===== config.mk =====
export PLATFORM = sky130hd
export DESIGN_NAME = pfa_ram
export DESIGN_NICKNAME = d
export VERILOG_FILES = /design/src/rtl/core/pfa_ram.sv
export SDC_FILE = /design/constraint.sdc
export NUM_CORES = 2
export LEC_CHECK = 0
export BUFFER_PORTS_ARGS = -buffer_cell sky130_fd_sc_hd__clkbuf_2
export CORE_ASPECT_RATIO = 0.5
export CORE_UTILIZATION = 65
export CTS_CLUSTER_DIAMETER = 120
export DETAILED_ROUTE_END_ITERATION = 7
export GPL_ROUTABILITY_DRIVEN = 0
export PLACE_DENSITY_LB_ADDON = 0.08
export SLEW_MARGIN = 40
export SYNTH_ARGS = -nofsm -noshare
export SYNTH_HDL_FRONTEND = slang
export SYNTH_SLANG_ARGS = --single-unit

===== constraint.sdc =====
create_clock -name i_clk -period 4.1 [get_ports i_clk]
set_input_delay 0.615 -clock i_clk [delete_from_list [all_inputs] [get_ports i_clk]]
set_output_delay 0.615 -clock i_clk [all_outputs]
set_load 0.02 [all_outputs]

===== src/rtl/core/pfa_ram.sv =====
// ----------------------------------------------------------------------------
// pfa_ram
// Generic single-write, single-read RAM with registered read data.
// ----------------------------------------------------------------------------
`default_nettype none

module pfa_ram #(
    parameter int WIDTH = 8,
    parameter int DEPTH = 256
) (
    input  wire logic                     i_clk,
    input  wire logic                     i_we,
    input  wire logic [$clog2(DEPTH)-1:0] i_waddr,
    input  wire logic [WIDTH-1:0]         i_wdata,
    input  wire logic [$clog2(DEPTH)-1:0] i_raddr,
    output logic      [WIDTH-1:0]         o_rdata
);

    logic [WIDTH-1:0] r_mem [DEPTH];

    always_ff @(posedge i_clk) begin
        if (i_we) begin
            r_mem[i_waddr] <= i_wdata;
        end
        o_rdata <= r_mem[i_raddr];
    end

endmodule

`default_nettype wire


==> out/qor.txt <==
P_int: 32.4 mW
Final core utilization: 72.6%
Post-route design area: 87800 um2
Top_reg_cell synth: edfxtp_1
RSZ-0062 raised after global routing: false
Setup TNS: 0 ps
Final Max Slew Viols: 0
Clock root buffer: clkbuf_16
Post-synth ARST share: 0%
Hold WS: 202 ps
Final setup viols: 0
Synth Register Bits: 2056
Placed cell areas: 82300 um2
Max IR drop VDD: 0.000379 V
CTS tree: built
Core Rows: 90
Drt wl/cell: 34.3 um
Leak: 27.1 nW
Netlist cell types: 55
Yosys top cell area share: 77.3%
Hold Buf Count CTS: 0
Syn. warnings: 0
Outcome: finished clean
Die X: 497 um
Clock network power share: 38.3%
Global-route wire length before repair: 278000 um
CP Launch Type: primary input
I/O Buffers: 33
GR Util All Layers: 32.0%
Layout cells sized above 1: 25.0%
Initial core utilization: 65.8%
Post-Synthesis Cells: 3733
Clk_skew: 22.9 ps
Max clock buf depth: 3
CP required: 4720 ps
# H-tree levels: 4
Max-Cap Viols: 0
Register area share after synthesis: 77.5%
Post-Place Cells: 5328
Cell Pwr Density: 468 nW/um2
Synth cell count leaders: 2048 x edfxtp_1, 454 x mux4_2, 282 x nor2_1
Part of the power in registers: 56.4%
Detailed Route WL: 193000 um
Setup bufs post-CTS: 0
Sw frac: 21.1%
Final Net Count: 3917
Boundary pin count: 34
Cts bufs inserted: 167
CP arrival: 3870 ps
Post-Syn Nets: 3759
Rel. slew slack: 40.8%
Area grow syn2layout: 10.3%
Vias in the first global route: 38900
Clock Sinks: 2056
Synth Cell Area: 79600 um2
Min cycle time layout: 3250 ps
DR iter-0 viols: 5664
Worst hold path type: primary input to flop
P_sw: 8.67 mW
Die ar.: 124000 um2
CP Capture Type: flop
# DRC: 0
Total congestion overflow: 0
Worst-Margin Slew: 888 ps
Via count: 39600
Final ANT Viol Nets: 0
Initial antenna violation count: 8
Pre-antenna DRT Iters: 6
FMAX: 307 MHz
Die height: 249 um
EDFF count, synth: 2048
Worst-path fanout max: 21
Avg Inst Size Synth: 21.3 um2
Vias/cell: 7.02
Ranking of synthesized cells by area: edfxtp_1 77%, mux4_2 13%, mux2i_1 1.7%
Finished Layout Cells: 5633
Core area: 121000 um2
Post-DP HPWL: 122000 um
Clock Pin Slew Worst Setup and Hold Paths: 70 ps
Most numerous cell in the Yosys netlist: edfxtp_1
Pin count of the biggest net entering global routing: 123
Clk_lat worst skew: 800 ps
CTS-repair resized insts: 0
Critical Setup Path Class: primary input to flop
Gate power share: 5.3%
Area leader, netlist: edfxtp_1
Final hold vios: 0
Fin crit share: 79.3%
per-layer routing:
| layer | track usage (%) | wire (um) | vias to the layer above | part of all wire [%] |
|---|---|---|---|---|
| met5 | 0 | 0 | - | 0 |
| met4 | 9.49 | 5030 | 0 | 2.6 |
| met3 | 6.74 | 21400 | 279 | 11 |
| met2 | 47.5 | 90500 | 2448 | 47 |
| met1 | 49.1 | 76100 | 20900 | 39 |
| li1 | - | - | 16000 | - |
cell type report:
class	count	area, um2
tap	1610	2010
clock buffer	216	4560
fill	6950	33200
antenna	7	17.5
multi-input combinational	1442	16700
inverter	2	7.51
timing repair buffer	222	2110
sequential	2056	61700
clock inverter	78	634
cell usage in the layout, fill, tap and decap left out, types with 38 or more instances in the layout:
cell	n
o221ai_1	46
edfxtp_1	2048
mux2i_1	134
nor2_1	210
buf_4	158
nor2_2	69
mux4_2	454
a21oi_1	96
clkbuf_1	38
clkbuf_16	175
a22oi_1	133
registers in the layout (all words and copies together), names as in the netlist:
name     cells
r_mem     2048
o_rdata      8
logic make-up after synthesis:
kind of cell,Yosys count,share of synthesized area (%)
buffers and inverters,235,1.83
and+or+nand+nor,466,2.63
muxes,591,14.6
DFF,2056,77.5
AOI/OAI and AO/OA,385,3.42
through the flow:
step	power [mW]	setup WS (ps)
6_report	41.1	847
5_1_grt	42.0	808
4_1_cts	41.2	893
3_5_place_dp	25.8	70.8
3_3_place_gp	25.7	-324
2_1_floorplan	24.8	1550
power by group through the flow:
stage          sequential (mW)  combinational (mW)  clock [mW]
6_report                  23.2                2.17        15.7
5_1_grt                   23.2                2.26        16.6
4_1_cts                   23.2                2.14        15.8
3_5_place_dp              23.7                2.13           0
3_3_place_gp              23.7                2.08           0
2_1_floorplan             23.7                1.13           0
worst max-delay path: stages:
cell and delay [ps]:
buf_8 280, buf_4 320, mux4_2 520, a22o_1 270
a221oi_1 710, o32ai_1 290, nor3_2 660, nor4_1 160
final timing paths:
path	start	end	slack, ps	cells after the start
worst max register to register	r_mem[83][3]	o_rdata[3]	1010	6
worst min register to register	r_mem[21][6]	o_rdata[6]	1120	6
worst min-delay path	i_wdata[2]	r_mem[78][2]	200	1
worst max-delay path	i_raddr[0]	o_rdata[3]	850	8
Note: power is estimated with default switching activity, not from simulation.
