[src/rtl/core/pfa_pkg.sv]
// ----------------------------------------------------------------------------
// pfa_pkg
// Shared types and constants of the page first-fit allocator core.
// ----------------------------------------------------------------------------
`default_nettype none

package pfa_pkg;

    localparam int HEAP_PAGES   = 256;
    localparam int PAGE_BYTES   = 4096;
    localparam int HEADER_BYTES = 24;

    localparam int BYTES_W    = 21;
    localparam int PAGE_IN_W  = 8;
    localparam int START_W    = 8;
    localparam int HEAP_W     = 9;
    localparam int STATUS_W   = 2;

    localparam int PW         = $clog2(HEAP_PAGES);
    localparam int LW         = $clog2(HEAP_PAGES + 1);
    localparam int EW         = LW + 1;
    localparam int PAGE_SHIFT = $clog2(PAGE_BYTES);
    localparam int ROUND_ADD  = HEADER_BYTES + PAGE_BYTES - 1;
    localparam int AW         = BYTES_W + 1;
    localparam int NW         = AW - PAGE_SHIFT;

    typedef enum logic {
        OP_ALLOC = 1'b0,
        OP_FREE  = 1'b1
    } t_op;

    typedef enum logic [STATUS_W-1:0] {
        ST_OK      = 2'd0,
        ST_OOM     = 2'd1,
        ST_BADFREE = 2'd2
    } t_status;

    typedef enum logic [4:0] {
        S_IDLE,
        S_A_NEED,
        S_A_INIT,
        S_A_RD,
        S_A_CHK,
        S_A_ADV,
        S_A_SPLIT,
        S_A_TAKE,
        S_A_GROW,
        S_F_CHK,
        S_F_BUSY,
        S_F_RD,
        S_F_WLK,
        S_F_ADV,
        S_F_PREV,
        S_F_NXT,
        S_F_NCHK,
        S_F_NBUSY,
        S_F_END,
        S_F_TRIM,
        S_DONE
    } t_state;

    typedef struct packed {
        logic          busy;
        logic [LW-1:0] len;
    } t_entry;

    typedef struct packed {
        logic [AW-1:0] a;
        logic [AW-1:0] b;
        logic          sub;
    } t_alu_req;

    typedef struct packed {
        logic [AW-1:0] sum;
        logic          ge;
    } t_alu_rsp;

    typedef struct packed {
        logic          we;
        logic [PW-1:0] waddr;
        t_entry        wdata;
        logic [PW-1:0] raddr;
    } t_ram_req;

    typedef struct packed {
        t_status       status;
        logic [PW-1:0] start;
        logic [LW-1:0] heap;
    } t_result;

endpackage

`default_nettype wire

[src/rtl/core/pfa_alu.sv]
// ----------------------------------------------------------------------------
// pfa_alu
// Shared add/subtract unit; the borrow of a subtract gives the compare.
// ----------------------------------------------------------------------------
`default_nettype none

module pfa_alu (
    input  wire pfa_pkg::t_alu_req i_req,
    output pfa_pkg::t_alu_rsp      o_rsp
);

    import pfa_pkg::*;

    logic [AW:0] w_ext;

    always_comb begin
        if (i_req.sub) begin
            w_ext = {1'b0, i_req.a} - {1'b0, i_req.b};
        end else begin
            w_ext = {1'b0, i_req.a} + {1'b0, i_req.b};
        end
    end

    assign o_rsp.sum = w_ext[AW-1:0];
    assign o_rsp.ge  = ~w_ext[AW];

endmodule

`default_nettype wire

[config.mk]
export PLATFORM = sky130hd
export DESIGN_NAME = pfa_alu
export DESIGN_NICKNAME = d
export VERILOG_FILES = /design/src/rtl/core/pfa_pkg.sv /design/src/rtl/core/pfa_alu.sv
export SDC_FILE = /design/constraint.sdc
export NUM_CORES = 1
export LEC_CHECK = 0
export BUFFER_PORTS_ARGS = -buffer_cell sky130_fd_sc_hd__buf_2
export CORE_ASPECT_RATIO = 1.2
export CORE_MARGIN = 1
export CORE_UTILIZATION = 45
export DETAILED_ROUTE_END_ITERATION = 12
export GPL_TIMING_DRIVEN = 0
export PLACE_DENSITY = 0.79
export SETUP_SLACK_MARGIN = 0.1
export SLEW_MARGIN = 20
export SYNTH_ARGS = -nofsm -noshare
export SYNTH_HDL_FRONTEND = slang
export SYNTH_SLANG_ARGS = --single-unit
[constraint.sdc]
create_clock -name vclk -period 2.9
set_clock_uncertainty 0.2 [all_clocks]
set_input_delay 0.145 -clock vclk [all_inputs]
set_output_delay 0.145 -clock vclk [all_outputs]
set_load 0.01 [all_outputs]
==> impl_metrics.ini <==
[global_route]
grt_start_max_net_pins = 11
first_global_vias = 1918
globalRoute.totalOverflow = 0
gr-usage-all-layers_pct = 25.1
grt_pass1_wl_um = 7880
grt_antenna_before_repair = 0

[sta]
relSlewSlack_pct = 79.3
setup-tns-final_ns = -4.17
rsz0062_at_grt = true
worst_slack_ns = -0.731
setup_viol = 11
report.final.slew_viol_count = 0
min_period_over_period_pct = 125
final.min_clock_period_ns = 3.63
timing_hold_violations_final = 0
achievable_freq_ghz = 0.275
worstMarginPinSlew_ns = 0.309

[floorplanning]
floorplan.initialDensity_pct = 47.6
floorplan.io_pins = 68
number_of_placement_rows = 23
floorplan.die.height_um = 67.4
die-width_um = 56.5
design.die.area_um2 = 3810
total_core_area_um2 = 3370

[layout]
design.final.nets = 403
clkbuf_count = 0
area_growth_syn_to_layout_pct = 63.3
final_common_cell = buf_2
drive_gt1_share_pct = 48.8
final.fill_count = 223
most-common-layout-cells = buf_2 (64), buf_4 (33), xnor2_1 (27), nor2_1 (26), ha_1 (16)
design.seq.count = 0
final_cell_count_no_fill = 369
total_non_filler_cell_area_in_the_finished_layout_um2 = 2620
n_antenna_cell = 0
register_area_um2 = 0

[clock_tree]
post_cts_hold_buffer_count = 0

[detailed_routing]
router_iterations_before_antenna_repair = 4
drcViolationCount = 0
vias = 2168
detail_route.iter0.violations = 93
finalWirelength_um = 5910
antenna_violating_nets_post_route = 0
post_drt_via_cell_ratio = 5.88
wl_per_cell_um = 16.0

[critical_path]
cp_required_ns = 2.56
worst_setup_path_startpoint = i_req[7]
cp-start-kind = primary input
endpoint_kind = primary output
timing.critical_path.arrival_ns = 3.29
endpoint = o_rsp[0]
critical_path_class = in -> out
max_fanout_on_critical_path = 5

[logic_synthesis]
mappedNetlistArea_um2 = 1600
synth.distinct_cells = 45
synth_top_area_cell = ha_1
synth_top_cell_area_share_pct = 17.9
post_synth_inst_count = 230
synth.area.top_cells = ha_1 (18%), xnor2_1 (16%), a21oi_1 (6.6%)
yosysWarnings = 0
mappedNetlistNets = 299
synth-seq-area-share_pct = 0
synthesis.area_per_instance_um2 = 6.97

[placed_design]
port_buffers = 68
dp.cells = 335
post_dp_cell_area_um2 = 2050
routabilityCongestion = 0.896
place.detailed.hpwl_um = 3780

[power]
worst_ir_drop_vdd_mv = 0.250
power_density_nw_per_um2 = 336
total_leakage_power_nw = 1.24

[worst_hold_path]
hold_path.class = in -> out

[status]
violations = setup timing
status = finished with violations

[job]
timing.max_cap.violations = 0
-- metal layers --
metal	part of all wire (%)	routed length, um	GRT usage [%]	vias up
li1	-	-	-	1050
met1	39	2290	28.6	999
met2	53	3100	49.4	97
met3	5.2	308	2.11	22
met4	3.4	201	7.62	0
met5	0	0	0	-
-- synthesized netlist by cell type (2+ instances only) --
cell type  instances
xnor2_1           30
nor2_1            27
ha_1              23
a21oi_1           21
nand2_1           18
a21o_1            13
xor2_1            10
nor3_1             9
o21ai_0            9
inv_1              8
clkbuf_1           4
nand2b_1           4
o21ai_1            4
nand3_1            3
nand4_1            3
nor4_1             3
o21a_1             3
or3_1              3
a21oi_2            2
a31o_2             2
and3_1             2
and4_1             2
mux2i_1            2
nor2b_1            2
o211ai_1           2
o21bai_1           2
-- kinds of logic after synthesis --
kind of cell,count (synthesis),share of synthesized area [%]
AND/OR/NAND/NOR,83,26.3
AO/OA/AOI/OAI,68,28.4
XOR/XNOR,40,21.8
adder cells (fa/ha/maj),24,19.2
buffers and inverters,13,3.04
multiplexers,2,1.25
-- how the worst min path moves through the flow --
stage	to	depth (start not counted)	slack, ns	from
3_3_place_gp	o_rsp[2]	3	0.47	i_req[24]
2_1_floorplan	o_rsp[1]	2	0.25	i_req[1]
3_5_place_dp	o_rsp[2]	3	0.49	i_req[24]
4_1_cts	o_rsp[2]	3	0.47	i_req[24]
6_report	o_rsp[2]	3	0.47	i_req[24]
5_1_grt	o_rsp[2]	3	0.50	i_req[24]
-- critical path, cell delays in order --
cell,delay (ns)
buf_8,0.10
nor3_4,0.24
nand2b_4,0.09
nor4_4,0.33
nand2_2,0.12
nor3_4,0.20
nor2_1,0.12
xnor2_1,0.27
ha_1,0.35
a21oi_2,0.18
o21ai_2,0.08
nand3_1,0.09
nand2_2,0.08
or4_4,0.51
o221ai_4,0.08
xnor2_1,0.13
buf_2,0.15
-- where the power goes --
| group | internal [W] | total (W) | switching, W |
|---|---|---|---|
| registers | 0 | 0 | 0 |
| logic | 0.000425 | 0.000879 | 0.000454 |
| clock network | 0 | 0 | 0 |
| total | 0.000425 | 0.000879 | 0.000454 |
-- per-stage QoR --
stage	hold WS (ns)	setup slack (ns)	util, %	total power, W
floorplan	0.248	-0.178	-	0.000465
global placement	0.470	-0.752	60.9	0.000663
detailed placement	0.487	-0.743	60.9	0.000674
CTS	0.475	-0.667	69.8	0.000768
global route	0.503	-0.914	77.8	0.000943
finish	0.468	-0.731	77.8	0.000879
-- layout make-up --
cell class | count | area, um^2 | area share (%)
Tap cell | 37 | 46.3 | 1.77
Multi-Input combinational cell | 217 | 1860 | 70.9
Timing Repair Buffer | 103 | 643 | 24.6
Inverter | 8 | 30.0 | 1.15
Buffer | 4 | 43.8 | 1.67
-- timing repair --
action                                  4_1_cts  5_1_grt
gates cloned                                  0        0
pin swaps                                    33       41
endpoints found under the setup margin       16       17
gates resized for setup                      30       43
setup buffers                                22       15
(Power assumes the default switching activity.)
